File: src/rtl/assert_macros.svh
// Assertion macros shared by the scheduler RTL.
`ifndef ASSERT_MACROS_SVH
`define ASSERT_MACROS_SVH

// Clocked property check, disabled while reset is asserted.
`define PTS_ASSERT(label, clk, rstn, prop, msg) \
    label: assert property (@(posedge clk) disable iff (!rstn) (prop)) else $error(msg);

// Invariant that must hold at every clock edge outside reset.
`define PTS_ASSERT_ALWAYS(label, clk, rstn, expr, msg) \
    `PTS_ASSERT(label, clk, rstn, (expr), msg)

`endif

File: src/rtl/pts_pkg.sv
// Shared types and constants of the priority task slot scheduler.
`default_nettype none

package pts_pkg;

    localparam int SLOT_IDX_W = 7;
    localparam int PRIO_W     = 4;
    localparam int PWR_W      = 2;
    localparam int OP_W       = 3;
    localparam int SID_W      = 4;
    localparam int RES_W      = 4;

    typedef enum logic [OP_W-1:0] {
        OP_ADD     = 3'd0,
        OP_DELETE  = 3'd1,
        OP_SETPRIO = 3'd2,
        OP_PICK    = 3'd3,
        OP_QUERY   = 3'd4
    } op_t;

    typedef enum logic [1:0] {
        CELL_NOP     = 2'd0,
        CELL_ALLOC   = 2'd1,
        CELL_FREE    = 2'd2,
        CELL_SETPRIO = 2'd3
    } cell_op_t;

    typedef struct packed {
        cell_op_t              kind;
        logic [SLOT_IDX_W-1:0] idx;
        logic [PRIO_W-1:0]     prio;
        logic [PWR_W-1:0]      pwr;
        logic                  rep;
    } cell_cmd_t;

    typedef struct packed {
        logic                  found;
        logic [PRIO_W-1:0]     prio;
        logic [SLOT_IDX_W-1:0] idx;
        logic                  rep;
    } cand_t;

endpackage

`default_nettype wire

File: src/rtl/pts_cell.sv
// One task slot of the scheduler chain, holding the slot entry and one scan stage.
`default_nettype none

module pts_cell
    import pts_pkg::*;
#(
    parameter int CELL_INDEX      = 0,
    parameter int PRIORITY_LEVELS = 16
) (
    input  wire logic              aclk,
    input  wire logic              aresetn,
    input  wire cell_cmd_t         cmd,
    input  wire logic [PWR_W-1:0]  scan_pwr,
    input  wire cand_t             cand_in,
    output cand_t                  cand_out,
    output logic                   busy
);

    logic              busy_reg;
    logic [PRIO_W-1:0] prio_reg;
    logic [PWR_W-1:0]  pwr_reg;
    logic              rep_reg;
    cand_t             cand_reg;
    cand_t             cand_next;
    logic              hit;
    logic              eligible;

    assign hit = (cmd.idx == SLOT_IDX_W'(CELL_INDEX));

    always_comb begin
        eligible = busy_reg && (pwr_reg == scan_pwr) &&
                   (32'(prio_reg) < PRIORITY_LEVELS);
        cand_next = cand_in;
        if (eligible && (!cand_in.found || prio_reg < cand_in.prio)) begin
            cand_next.found = 1'b1;
            cand_next.prio  = prio_reg;
            cand_next.idx   = SLOT_IDX_W'(CELL_INDEX);
            cand_next.rep   = rep_reg;
        end
    end

    always_ff @(posedge aclk) begin
        if (!aresetn) begin
            busy_reg <= 1'b0;
        end else begin
            if (hit) begin
                unique case (cmd.kind)
                    CELL_ALLOC: begin
                        busy_reg <= 1'b1;
                    end
                    CELL_FREE: begin
                        busy_reg <= 1'b0;
                    end
                    CELL_SETPRIO,
                    CELL_NOP: begin
                        busy_reg <= busy_reg;
                    end
                    default: begin
                        busy_reg <= busy_reg;
                    end
                endcase
            end
        end
    end

    always_ff @(posedge aclk) begin
        if (!aresetn) begin
            cand_reg.found <= 1'b0;
        end else begin
            cand_reg.found <= cand_next.found;
        end
        cand_reg.prio <= cand_next.prio;
        cand_reg.idx  <= cand_next.idx;
        cand_reg.rep  <= cand_next.rep;
        if (hit && cmd.kind == CELL_ALLOC) begin
            prio_reg <= cmd.prio;
            pwr_reg  <= cmd.pwr;
            rep_reg  <= cmd.rep;
        end else if (hit && cmd.kind == CELL_SETPRIO) begin
            prio_reg <= cmd.prio;
        end
    end

    assign cand_out = cand_reg;
    assign busy     = busy_reg;

endmodule

`default_nettype wire

File: src/rtl/priority_task_slot_scheduler.sv
// Top level of the priority task slot scheduler: control, free-slot stack and cell chain.
//
// One request beat enters on the s_ channel: s_tuser carries the operation (add, delete,
// change priority, pick, query) and s_tdata the slot, priority, power state and
// recurrent flag. Every request gives exactly one result beat on the m_ channel:
// m_tdata carries the slot number and m_tuser the error flag.
// Requests are handled one at a time. Add, delete, change priority and query pass
// from idle straight to the finish state, where the result is loaded once the output
// register is free. A pick first runs the candidate through the chain of SLOTS slot
// cells, one cell per cycle, in the scan state. The next request is taken in the cycle
// after a result is loaded, so no request is accepted while another is in progress.
// s_tready is high whenever no request is in progress, also while an earlier result
// still waits in the output register. If the receiver stalls, the finished request
// waits until the output register frees up, and no new request is taken meanwhile.
// Reset (aresetn low, synchronous) frees every slot, empties the table and restores
// the free-slot stack to slot 0 at the top, with no clearing pass.
`default_nettype none
`include "assert_macros.svh"

module priority_task_slot_scheduler
    import pts_pkg::*;
#(
    parameter int SLOTS           = 16,
    parameter int PRIORITY_LEVELS = 16
) (
    input  wire logic        aclk,
    input  wire logic        aresetn,
    input  wire logic        s_tvalid,
    output logic             s_tready,
    // slot_id[3:0], priority_req[7:4], power_state[9:8], recurrent[10], zero[15:11]
    input  wire logic [15:0] s_tdata,
    // op[2:0]
    input  wire logic [2:0]  s_tuser,
    output logic             m_tvalid,
    input  wire logic        m_tready,
    // result_slot[3:0], zero[7:4]
    output logic [7:0]       m_tdata,
    // status[0]
    output logic [0:0]       m_tuser
);

    localparam int IDX_W = (SLOTS > 1) ? $clog2(SLOTS) : 1;
    localparam int CNT_W = $clog2(SLOTS + 1);

    typedef enum logic [1:0] {
        ST_IDLE,
        ST_SCAN,
        ST_FINISH
    } state_t;

    state_t             state_reg;
    op_t                op_reg;
    logic [SID_W-1:0]   sid_reg;
    logic [PRIO_W-1:0]  prio_reg;
    logic [PWR_W-1:0]   pwr_reg;
    logic               rep_reg;
    logic [IDX_W-1:0]   scan_cnt_reg;
    logic [CNT_W-1:0]   count_reg;
    logic [CNT_W-1:0]   count_next;
    logic [IDX_W-1:0]   stack_rd_reg;
    logic [IDX_W-1:0]   stack_mem [SLOTS];
    logic [SLOTS-1:0]   stack_valid_reg;
    logic [IDX_W-1:0]   rd_addr;
    logic [IDX_W-1:0]   wr_addr;
    logic               m_tvalid_reg;
    logic [7:0]         m_tdata_reg;
    logic [0:0]         m_tuser_reg;

    cand_t              cand_w [SLOTS+1];
    logic [SLOTS-1:0]   busy_vec;
    cell_cmd_t          cmd;
    logic               finish;
    logic               sid_valid;
    logic               sid_busy;
    logic               win_busy;
    logic               full;
    logic               ok;
    logic               release_en;
    logic [SLOT_IDX_W-1:0] release_idx;
    logic [SLOT_IDX_W-1:0] res_slot;

    assign cand_w[0] = '0;

    for (genvar g = 0; g < SLOTS; g++) begin : g_cell
        pts_cell #(
            .CELL_INDEX      (g),
            .PRIORITY_LEVELS (PRIORITY_LEVELS)
        ) u_cell (
            .aclk     (aclk),
            .aresetn  (aresetn),
            .cmd      (cmd),
            .scan_pwr (pwr_reg),
            .cand_in  (cand_w[g]),
            .cand_out (cand_w[g+1]),
            .busy     (busy_vec[g])
        );
    end

    assign full      = (count_reg == CNT_W'(SLOTS));
    assign sid_valid = (32'(sid_reg) < SLOTS);
    assign finish    = (state_reg == ST_FINISH) && (!m_tvalid_reg || m_tready);

    always_comb begin
        sid_busy = 1'b0;
        win_busy = 1'b0;
        for (int i = 0; i < SLOTS; i++) begin
            if (sid_valid && 32'(sid_reg) == i) begin
                sid_busy = busy_vec[i];
            end
            if (32'(cand_w[SLOTS].idx) == i) begin
                win_busy = busy_vec[i];
            end
        end
    end

    always_comb begin
        ok          = 1'b0;
        res_slot    = '0;
        release_en  = 1'b0;
        release_idx = SLOT_IDX_W'(sid_reg);
        cmd.kind    = CELL_NOP;
        cmd.idx     = SLOT_IDX_W'(sid_reg);
        cmd.prio    = prio_reg;
        cmd.pwr     = pwr_reg;
        cmd.rep     = rep_reg;
        count_next  = count_reg;
        unique case (op_reg)
            OP_ADD: begin
                if (!full) begin
                    ok         = 1'b1;
                    res_slot   = SLOT_IDX_W'(stack_rd_reg);
                    cmd.kind   = CELL_ALLOC;
                    cmd.idx    = SLOT_IDX_W'(stack_rd_reg);
                    count_next = count_reg + CNT_W'(1);
                end
            end
            OP_DELETE: begin
                if (sid_busy) begin
                    ok         = 1'b1;
                    cmd.kind   = CELL_FREE;
                    release_en = 1'b1;
                end
            end
            OP_SETPRIO: begin
                if (sid_busy) begin
                    ok       = 1'b1;
                    cmd.kind = CELL_SETPRIO;
                end
            end
            OP_PICK: begin
                if (cand_w[SLOTS].found) begin
                    ok       = 1'b1;
                    res_slot = cand_w[SLOTS].idx;
                    if (!cand_w[SLOTS].rep) begin
                        cmd.kind    = CELL_FREE;
                        cmd.idx     = cand_w[SLOTS].idx;
                        release_en  = 1'b1;
                        release_idx = cand_w[SLOTS].idx;
                    end
                end
            end
            OP_QUERY: begin
                ok = sid_busy;
            end
            default: begin
                ok = 1'b0;
            end
        endcase
        if (release_en && count_reg != '0) begin
            count_next = count_reg - CNT_W'(1);
        end
        if (!finish) begin
            cmd.kind   = CELL_NOP;
            count_next = count_reg;
        end
    end

    assign rd_addr = count_reg[IDX_W-1:0];
    assign wr_addr = count_next[IDX_W-1:0];

    always_ff @(posedge aclk) begin
        if (32'(count_reg) < SLOTS) begin
            stack_rd_reg <= stack_valid_reg[rd_addr] ? stack_mem[rd_addr] : rd_addr;
        end else begin
            stack_rd_reg <= '0;
        end
        if (finish && release_en && count_reg != '0) begin
            stack_mem[wr_addr] <= release_idx[IDX_W-1:0];
        end
    end

    always_ff @(posedge aclk) begin
        if (s_tvalid && s_tready) begin
            op_reg   <= op_t'(s_tuser[2:0]);
            sid_reg  <= s_tdata[3:0];
            prio_reg <= s_tdata[7:4];
            pwr_reg  <= s_tdata[9:8];
            rep_reg  <= s_tdata[10];
        end
        if (finish) begin
            m_tdata_reg <= {4'b0000, res_slot[RES_W-1:0]};
            m_tuser_reg <= ok ? 1'b0 : 1'b1;
        end
    end

    always_ff @(posedge aclk) begin
        if (!aresetn) begin
            state_reg       <= ST_IDLE;
            scan_cnt_reg    <= '0;
            count_reg       <= '0;
            stack_valid_reg <= '0;
            m_tvalid_reg    <= 1'b0;
        end else begin
            count_reg <= count_next;
            if (finish && release_en && count_reg != '0) begin
                stack_valid_reg[wr_addr] <= 1'b1;
            end
            if (finish) begin
                m_tvalid_reg <= 1'b1;
            end else if (m_tready) begin
                m_tvalid_reg <= 1'b0;
            end
            unique case (state_reg)
                ST_IDLE: begin
                    scan_cnt_reg <= '0;
                    if (s_tvalid) begin
                        if (op_t'(s_tuser[2:0]) == OP_PICK) begin
                            state_reg <= ST_SCAN;
                        end else begin
                            state_reg <= ST_FINISH;
                        end
                    end
                end
                ST_SCAN: begin
                    scan_cnt_reg <= scan_cnt_reg + IDX_W'(1);
                    if (scan_cnt_reg == IDX_W'(SLOTS - 1)) begin
                        state_reg <= ST_FINISH;
                    end
                end
                ST_FINISH: begin
                    if (finish) begin
                        state_reg <= ST_IDLE;
                    end
                end
                default: begin
                    state_reg <= ST_IDLE;
                end
            endcase
        end
    end

    assign s_tready = (state_reg == ST_IDLE);
    assign m_tvalid = m_tvalid_reg;
    assign m_tdata  = m_tdata_reg;
    assign m_tuser  = m_tuser_reg;

    `PTS_ASSERT_ALWAYS(a_count_range, aclk, aresetn, count_reg <= CNT_W'(SLOTS), "Slot count exceeds the table size.")
    `PTS_ASSERT_ALWAYS(a_count_matches_busy, aclk, aresetn, $countones(busy_vec) == 32'(count_reg), "Slot count disagrees with the busy flags.")
    `PTS_ASSERT(a_winner_busy, aclk, aresetn, (state_reg == ST_FINISH && op_reg == OP_PICK && cand_w[SLOTS].found) |-> win_busy, "Pick winner is not a taken slot.")

endmodule

`default_nettype wire
File: config.mk
export PLATFORM = sky130hd
export DESIGN_NAME = priority_task_slot_scheduler
export DESIGN_NICKNAME = d
export VERILOG_FILES = /design/src/rtl/pts_pkg.sv /design/src/rtl/pts_cell.sv /design/src/rtl/priority_task_slot_scheduler.sv
export VERILOG_INCLUDE_DIRS = /design/src /design/src/rtl
export SDC_FILE = /design/constraint.sdc
export NUM_CORES = 1
export LEC_CHECK = 0
export BUFFER_PORTS_ARGS = -buffer_cell sky130_fd_sc_hd__buf_2
export CORE_ASPECT_RATIO = 0.6
export CORE_UTILIZATION = 39
export CTS_BUF_LIST = sky130_fd_sc_hd__clkbuf_4 sky130_fd_sc_hd__clkbuf_8
export DETAILED_ROUTE_END_ITERATION = 12
export PLACE_DENSITY = 0.53
export SYNTH_ARGS = -nofsm -noshare
export SYNTH_HDL_FRONTEND = slang
export SYNTH_SLANG_ARGS = --single-unit
File: constraint.sdc
create_clock -name aclk -period 4.9 [get_ports aclk]
set_input_delay 0.49 -clock aclk [delete_from_list [all_inputs] [get_ports aclk]]
set_output_delay 0.49 -clock aclk [all_outputs]
set_load 0.01 [all_outputs]
## Word-level counts from Yosys, hierarchy flattened

Memory sizes are Yosys's and may differ from the RTL's. A register that Yosys moved wholly into a read port is not among the register bits.
Index checks and enable logic that the tools add are counted.

- Flip-flop bits (word level): 383
- Memory bits (writable): 64
- Word-level logic and storage cells: 481
- Memories: 1

- Add/sub/neg operators: 3
- Magnitude comparators: 19
- Equality and inequality tests: 62
- Mux-type cells: 107
- Bitwise logic cells: 2
- Reductions and logical operators: 146

Memories:

| memory | words | width | rd ports | clocked after memory_dff | wr ports | line | RTL |
|---|---|---|---|---|---|---|---|
| stack_mem | 16 | 4 | 1 | 1 | 1 | priority_task_slot_scheduler.sv:61 | `logic [IDX_W-1:0] stack_mem [SLOTS];` |

Operators with widths:

| cell | count |
|---|---|
| two-way mux 13 bit | 16 |
| two-way mux 4 bit | 40 |
| logical AND 1 bit | 69 |
| < comparator 4 bit | 15 |
| == test 7 x 4 -> 1 bit (second input constant) | 8 |
| nonzero test 2 bit | 19 |
| == test 4 bit (second input constant) | 9 |
| == test 2 bit | 16 |
| AND reduction 2 bit | 16 |
| == test 7 x 3 -> 1 bit (second input constant) | 4 |
| two-way mux 1 bit | 28 |
| two-way mux 9 bit | 2 |
| == test 4 x 3 -> 1 bit (second input constant) | 4 |
| zero test 1 bit | 16 |
| logical OR 1 bit | 16 |
| bitwise OR 16 bit | 1 |
| case mux 4 bit (2 select lines) | 2 |
| two-way mux 5 bit | 3 |
| == test 7 x 2 -> 1 bit (second input constant) | 2 |
| two-way mux 2 bit | 7 |
| case mux 7 bit (2 select lines) | 1 |
| < comparator 4 x 5 -> 1 bit (second input constant) | 2 |
| == test 3 x 2 -> 1 bit (second input constant) | 3 |
| == test 4 x 2 -> 1 bit (second input constant) | 2 |
| other kinds (29) | 38 |

## Logic depth before layout (Yosys ltp)

Gate-level depths: netlist (run 1).

- Word-level depth: 27
- Gate-level depth with buffers: 13

## Cells and area by module

From an unflattened synthesis (run 1), not the netlist that was laid out.

- Cell total of the unflattened synthesis: 1437
- Area, all modules: 18398.9 sq um

Modules (own cells, without submodules):

| module | instances | cells an instance | area each (sq um) | sequential area each (sq um) |
|---|---|---|---|---|
| priority_task_slot_scheduler | 1 | 409 | 5233.8 | 3133.0 |
| pts_cell (g_cell[5].u_cell ...) | 3 | 65 | 822.0 | 490.5 |
| pts_cell (g_cell[15].u_cell ...) | 3 | 64 | 818.3 | 490.5 |
| pts_cell (g_cell[13].u_cell ...) | 2 | 63 | 844.6 | 490.5 |
| pts_cell (g_cell[11].u_cell ...) | 2 | 64 | 823.3 | 490.5 |
| pts_cell (g_cell[10].u_cell ...) | 2 | 65 | 820.8 | 490.5 |
| pts_cell (g_cell[1].u_cell ...) | 2 | 65 | 812.0 | 490.5 |
| pts_cell (g_cell[0].u_cell) | 1 | 63 | 822.0 | 490.5 |
| pts_cell (g_cell[3].u_cell) | 1 | 64 | 820.8 | 490.5 |

## Worst setup path before layout (run 1)

Ideal clock, no wire load.

- Path kind: flip-flop to flip-flop
- From: reg count_reg[0]
- To: reg g_cell[12].u_cell.busy_reg
- Setup time: 0.116 ns
- Arrival time: 3.212 ns
- Required time: 4.784 ns
- Slack: 1.572 ns
- Stages on the path, launching flop included: 13
- Path buffers: 4
- Clock period less this slack: 3.328 ns
- Cell sequence: dfxtp_1 clkbuf_1 inv_1 ha_1 a31oi_4 buf_6 a31oi_1 or3_1 ha_1 buf_1 clkbuf_1 nor3_1 o211a_1

- Longest elaborated chain between the ends: 8
- Elaborated cells on any way between the ends: 14
- Those cells by class: eq/ne: 5; mux: 5; bitwise: 1; reduce/logical: 3

Ends and longest elaborated chain:

| what | line | RTL |
|---|---|---|
| start: declaration | priority_task_slot_scheduler.sv:58 | `logic [CNT_W-1:0] count_reg;` |
| start signal: assignment | priority_task_slot_scheduler.sv:214 | `count_reg <= count_next;` |
| == test 5 bit * | priority_task_slot_scheduler.sv:99 | `assign full = (count_reg == CNT_W'(SLOTS));` |
| two-way mux 8 bit * | priority_task_slot_scheduler.sv:129 | `if (!full) begin` |
| case mux 2 bit (4 select lines) | priority_task_slot_scheduler.sv:127 | `unique case (op_reg)` |
| two-way mux 2 bit | priority_task_slot_scheduler.sv:172 | `if (!finish) begin` |
| == test 2 bit / zero test 2 bit (equally long branches) | pts_cell.sv:47 | `unique case (cmd.kind)` |
| OR reduction 2 bit | pts_cell.sv:47 |  |
| NOT 1 bit (no source line) | -- |  |
| AND reduction 2 bit (no source line) | -- |  |
| end signal: assignment | pts_cell.sv:56 | `busy_reg <= busy_reg;` |
| end signal: assignment | pts_cell.sv:59 | `busy_reg <= busy_reg;` |
| end: declaration | pts_cell.sv:19 | `logic busy_reg;` |

Mark *: on every way between the ends. The rest lies on a longest branch, timed or not.
A chain may end at the register's enable or synchronous reset.

## Final worst setup path (run 1)

- From: reg sid_reg[1]
- To: reg g_cell[11].u_cell.prio_reg[3], enable pin

- Longest elaborated chain between the ends: 23
- Elaborated cells on any way between the ends: 46
- Those cells by class: eq/ne: 18; mux: 24; reduce/logical: 4

Ends and longest elaborated chain:

| what | line | RTL |
|---|---|---|
| start: declaration | priority_task_slot_scheduler.sv:53 | `logic [SID_W-1:0] sid_reg;` |
| start signal: assignment | priority_task_slot_scheduler.sv:195 | `sid_reg <= s_tdata[3:0];` |
| zero test 4 bit | priority_task_slot_scheduler.sv:107 | `if (sid_valid && 32'(sid_reg) == i) begin` |
| two-way mux 1 bit (16 in series) | priority_task_slot_scheduler.sv:107 |  |
| two-way mux 2 bit, on equally long branches | priority_task_slot_scheduler.sv:145, priority_task_slot_scheduler.sv:138 |  |
| case mux 2 bit (4 select lines) | priority_task_slot_scheduler.sv:127 |  |
| two-way mux 2 bit | priority_task_slot_scheduler.sv:172 |  |
| == test 2 bit / == test 2 x 1 -> 1 bit (equally long branches) | pts_cell.sv:79, pts_cell.sv:75 |  |
| logical AND 1 bit, on equally long branches | pts_cell.sv:79, pts_cell.sv:75 |  |
| nonzero test 2 bit (no source line) * | -- |  |
| end signal: assignment | pts_cell.sv:76 | `prio_reg <= cmd.prio;` |
| end signal: assignment | pts_cell.sv:80 | `prio_reg <= cmd.prio;` |
| end: declaration | pts_cell.sv:20 | `logic [PRIO_W-1:0] prio_reg;` |

Marks and branches as above.

==> results of run 1 <==
## cell type report
cell class                      count  area share
Inverter                           70      0.0154
Clock buffer                       88      0.0624
Clock inverter                     15     0.00695
Multi-Input combinational cell    670       0.303
Tap cell                          513      0.0375
Timing Repair Buffer               34      0.0114
Sequential cell                   384       0.563
## worst max-delay path by stage
stage | end | slack (ps) | depth (start not counted)
after global routing | g_cell[11].u_cell.prio_reg[1]$_DFFE_PP_ | 880 | 11
final | g_cell[11].u_cell.prio_reg[3]$_DFFE_PP_ | 1190 | 11
after global placement | g_cell[11].u_cell.prio_reg[1]$_DFFE_PP_ | 1250 | 10
after floorplan | g_cell[12].u_cell.busy$_SDFFE_PN0P_ | 1570 | 12
after detailed placement | g_cell[11].u_cell.prio_reg[0]$_DFFE_PP_ | 1220 | 10
after CTS | g_cell[11].u_cell.prio_reg[3]$_DFFE_PP_ | 1180 | 10
## cells by family (layout without fill, tap and decap cells)
| group | Yosys count | after routing | synth area share |
|---|---|---|---|
| flops | 384 | 384 | 0.627 |
| simple gates | 327 | 327 | 0.115 |
| compound gates | 158 | 158 | 0.0722 |
| buf+inv | 119 | 207 | 0.0357 |
| mux | 94 | 94 | 0.0858 |
| fa+ha+maj | 51 | 51 | 0.0415 |
| xor+xnor | 36 | 36 | 0.0222 |
| other cells | 1 | 4 | 0.000244 |
## critical path, cell delays in order, from the launching register on
cell      delay (ps)
edfxtp_1         660
inv_1            140
o21ai_0          250
a221o_1          220
a21o_1           230
a31oi_1          100
or3_1            350
inv_1             90
ha_1             320
nor2_1            90
buf_4            200
nor3_1           650
## stage by stage
stage	utilization	hold WS (ps)	total power, W
finish	0.447	62.8	0.00635
global route	0.447	18.2	0.00661
CTS	0.447	11.4	0.00643
detailed placement	0.416	401	0.00374
global placement	0.416	398	0.00374
floorplan	-	386	0.00366
## power groups by stage
stage | Sequential, W | Combinational, W | Clock [W]
after floorplan | 0.00349 | 0.000173 | 0
after global placement | 0.00352 | 0.000218 | 0
after detailed placement | 0.00352 | 0.000220 | 0
after CTS | 0.00345 | 0.000221 | 0.00276
after global routing | 0.00345 | 0.000242 | 0.00292
final | 0.00345 | 0.000219 | 0.00268
## placed cells by master, fill, tap and decap left out, types with 33 or more instances in the layout
master	n
nand2b_1	52
inv_1	66
mux2_2	60
xnor2_1	33
clkbuf_8	65
edfxtp_1	195
o21ai_0	34
ha_1	51
nor2_1	63
dfxtp_1	189
nand2_1	76
## routing by layer
metal	GRT usage	vias to the layer above
met5	0	-
met4	0.0389	0
met3	0.0380	41
met2	0.209	191
met1	0.270	4178
li1	-	4249
==> out/metrics.cfg, run 1 <==
[status]
status=finished clean

[clock_network]
clk_pin_slew_ps=60
cts_resized=0
cts_num_sinks=384
clock_path_buffers=3
cts_buffers=55
htreeDepth=2
cts_root_buffer=clkbuf_8
clk_latency_ps=610
cts_tree=yes
postCtsSetupRepairBufs=0
cts_hold_buf=0

[logic_synthesis]
yosysWarnings=0
netlist.area_leader.share=0.381
synth_commonest_cells=195 x edfxtp_1, 189 x dfxtp_1, 76 x nand2_1
synth.avg_cell_area_um2=13.1
synth.most_common_cell=edfxtp_1
synth_area_leader_cell=edfxtp_1
synth_cell_types=66
synthesis.instances=1170
synth_edf_count=195
syn_area_um2=15400
synth.area.top_cells=edfxtp_1 38%, dfxtp_1 25%, mux2_2 4.4%
synth-main-ff-cell=edfxtp_1
synth-seq-area-share=0.627
async_reset_ff_frac=0
synth_seq_cells=384

[finish]
fin_area_um2=17100
syn2layout_area_growth_pct=11.4
drive_gt1_frac=0.194
area.sequential_um2=9640
n_fill_cell=3519
finalNetCount=1289
largest_reg_flops=141
num_antenna_cells=0
stdcell_count=1774
multi_input_area_um2=5190

[drt]
drt_pass1_iterations=5
dr_total_vias=8659
drc=0
ant_nets=0
viasPerCell=4.88
wl_mm=32.0
top_layer=met4
wl_met1_mm=17.8
routed-wl-met3_mm=2.05
drtIter0Drc=507
post_drt_wl_per_cell_um=18.0
wl_met2_mm=11.7

[power]
clockPowerShare=0.423
ir_drop_mv=0.213
p_int_w=0.00496
leakagePower_nw=6.35
seqPwrFrac=0.543
swShare=0.219
p_per_area_nw_per_um2=371
power_frac_comb=0.034
switchingPower_w=0.00139

[place]
place_area_um2=15900
place_ws_ps=1220
dp_cells=1671
dp_hpwl_mm=22.5
port_buffers=24
place.gp.congestion=0.826

[hold_path]
worst_hold_startpoint=s_tdata[1]
holdPathEnd=sid_reg[1]$_DFFE_PP_
hold_class=input port to flop
min_path_cells=1

[critical_path]
cp-end-kind=flop
r2r-end=g_cell[11].u_cell.prio_reg[3]$_DFFE_PP_
critical_path_arrival_ps=3920
r2r_start=sid_reg[1]$_DFFE_PP_
crit_start=sid_reg[1]$_DFFE_PP_
cp.required_ps=5110
worstSetupPathType=flop to flop
reg2reg_slack_ps=1190
r2r_cells=11
worstPathMaxFanout=12
critPathLaunchType=flop

[grt]
grtUsageTotal=0.164
grt_first_pass_wirelength_mm=50.5
grt_pass1_vias=8699
gr-total-overflow=0
antenna_found_initial=0
grt_max_degree=40

[job]
drv_cap=0

[sta]
fin_ws_ps=1190
slew_headroom=0.389
period_share=0.756
clock_skew_ps=29.9
tns_ps=0
fin_crit_ps=3710
maxSlewViolCount=0
setup_viol=0
worst_pin_slew_ps=917
hold_viol_final=0
fmax_ghz=0.270
rsz0062_at_grt=no

[floorplanning]
die_x_um=258
pin_count=34
rows=55
die_h_um=156
floorplan.die_area_um2=40200
start_util=0.402
core_area_um2=38300

(Power assumes the default switching activity.)
==> run 2, diff against run 1 <==
Clock period 4.9 ns to 3.6 ns, I/O delays scaled along.
==> run 2 against run 1 <==
Net effect: global-route usage up 0.38 points; largest power group unchanged; cell count up 2.0%; flip-flop and latch count unchanged; largest cell class unchanged; die area unchanged; utilization is 0.91 points higher; total power grew 37%; routed wire length grew 3.2%; sequential share of layout area is 1.1 points lower; maximum frequency increased by 10%; clock skew is 12 ps lower.
==> out/metrics.cfg, run 2 (synthesized netlist as in run 1, its figures left out) <==
[status]
status=finished clean

[drt]
post_drt_wl_per_cell_um=18.2  ; +1.1%
viasPerCell=4.97  ; +1.9%
drc=0  ; unchanged
ant_nets=0  ; unchanged
drt_pass1_iterations=4  ; -1
wl_mm=33.0  ; +3.2%
dr_total_vias=9003  ; +4.0%
drtIter0Drc=661  ; +30%

[grt]
antenna_found_initial=0  ; unchanged
grt_pass1_vias=8766  ; +0.77%
gr-total-overflow=0  ; unchanged
grt_max_degree=33  ; -18%
grtUsageTotal=0.168  ; +0.00380
grt_first_pass_wirelength_mm=51.4  ; +1.9%

[sta]
clock_skew_ps=17.6  ; -12.3 ps
setup_viol=0  ; unchanged
hold_viol_final=0  ; unchanged
worst_pin_slew_ps=947  ; +29.3 ps
slew_headroom=0.369  ; -0.0195
fin_ws_ps=237  ; -957 ps
period_share=0.934  ; +0.178
fmax_ghz=0.297  ; +10%
fin_crit_ps=3360  ; -343 ps
maxSlewViolCount=0  ; unchanged

[clock_network]
cts_num_sinks=384  ; unchanged
clk_latency_ps=600  ; about the same
htreeDepth=2  ; unchanged
cts_root_buffer=clkbuf_8
clk_pin_slew_ps=70  ; about the same
cts_tree=yes
cts_buffers=54  ; -1.8%
clock_path_buffers=3  ; unchanged

[floorplanning]
floorplan.die_area_um2=40200  ; unchanged
rows=55  ; unchanged
pin_count=34  ; unchanged
die_h_um=156  ; unchanged
start_util=0.402  ; unchanged
die_x_um=258  ; unchanged
core_area_um2=38300  ; unchanged

[power]
p_int_w=0.00678  ; +37%
power_w=0.00868  ; +37%
seqPwrFrac=0.540  ; -0.003
switchingPower_w=0.00190  ; +37%
clockPowerShare=0.420  ; -0.003
ir_drop_mv=0.293  ; +37%
swShare=0.219  ; about the same
power_frac_comb=0.040  ; +0.006
leakagePower_nw=6.53  ; +2.9%
p_per_area_nw_per_um2=497  ; +34%

[critical_path]
r2r_start=sid_reg[1]$_DFFE_PP_
cp.required_ps=3850  ; -1260 ps
critical_path_arrival_ps=3620  ; -300 ps
slowest_stage=edfxtp_1
reg2reg_slack_ps=240  ; -960 ps
critical-path-max-stage-delay_ps=640  ; -20 ps
r2r_cells=7  ; -4
worstPathMaxFanout=11  ; -1
cp-end-kind=flop
r2r-end=stack_mem[4][1]$_DFFE_PP_
critPathLaunchType=flop
cp_num_buf_inv=0  ; -3
crit_start=sid_reg[1]$_DFFE_PP_
crit_chain=mux4_2 > o211a_1 > a21o_1 > a221oi_2 > o221a_2 > nand2_1 > nor2_1
worstSetupPathType=flop to flop
cp_top_family=compound AO/OA/AOI/OAI gates

[finish]
finalNetCount=1325  ; +2.8%
mostFrequentLayoutCells=195 x edfxtp_1, 189 x dfxtp_1, 76 x nand2_1
postLayoutCoreUtil=0.456  ; +0.00906
final_common_cell=edfxtp_1
syn2layout_area_growth_pct=13.6
largest_reg_flops=141  ; unchanged
drive_gt1_frac=0.214  ; +0.0194
n_fill_cell=3513  ; -0.17%

[hold_path]
min_path_cells=3  ; +2
hold_class=input port to flop
worst_hold_startpoint=m_tready
holdPathEnd=m_tvalid$_SDFFE_PN0P_

[place]
place.gp.congestion=0.847  ; +2.6%
dp_hpwl_mm=23.1  ; +2.6%
port_buffers=24  ; unchanged
place_ws_ps=208  ; -1020 ps

[job]
drv_cap=0  ; unchanged

[run 2: per-layer routing]
metal	up-vias	global-route usage	routed length, um
met3	40	0.0404	2230
li1	4323	-	-
met2	232	0.211	12200
met5	-	0	0
met4	0	0.0445	505
met1	4408	0.276	18000
[run 2: per-stage QoR]
step                std cells  TNS (ps)  hold slack [ps]  area, um2
global route             1809    -0.379              140      17500
CTS                      1809         0             75.3      17400
global placement         1694         0              396      16100
floorplan                1173         0              386      15400
finish                   1810         0              131      17500
detailed placement       1694         0              398      16100
[run 2: worst max path at each step]
stage	cells past startpoint	end	slack, ps
after CTS	11	g_cell[1].u_cell.prio_reg[3]$_DFFE_PP_	200
after floorplan	12	g_cell[12].u_cell.busy$_SDFFE_PN0P_	270
after global placement	10	g_cell[1].u_cell.prio_reg[1]$_DFFE_PP_	260
after global routing	11	g_cell[6].u_cell.prio_reg[0]$_DFFE_PP_	-0.4
after detailed placement	11	g_cell[1].u_cell.prio_reg[0]$_DFFE_PP_	210
final	7	stack_mem[4][1]$_DFFE_PP_	240
[run 2: timing repair]
item                                    CTS  global route
hold buffers                             14             0
buffers inserted                          0             0
endpoints found under the setup margin    0            19
resized for setup                         0             6
hold endpoints to repair                 14             0
[run 2: worst reg2reg max path: cells and delay by family (launching register included)]
| family | cells | cell delay [ps] |
|---|---|---|
| compound gates | 4 | 1280 |
| flops | 1 | 640 |
| mux | 1 | 570 |
| simple gates | 2 | 540 |
[run 2: power by group through the flow]
stage,Clock [W],Combinational [W],Sequential [W]
after floorplan,0,0.000235,0.00475
after global placement,0,0.000331,0.00478
after detailed placement,0,0.000333,0.00478
after CTS,0.00376,0.000347,0.00469
after global routing,0.00395,0.000380,0.00469
final,0.00364,0.000350,0.00469
[run 2: layout make-up]
type                            count  area [um2]  area share
Clock inverter                     10        72.6     0.00416
Inverter                           70         263      0.0151
Antenna cell                        1        2.50    0.000143
Timing Repair Buffer               71         508      0.0291
Tap cell                          513         642      0.0368
Sequential cell                   384        9640       0.552
Clock buffer                       91        1110      0.0639
Multi-Input combinational cell    670        5220       0.299
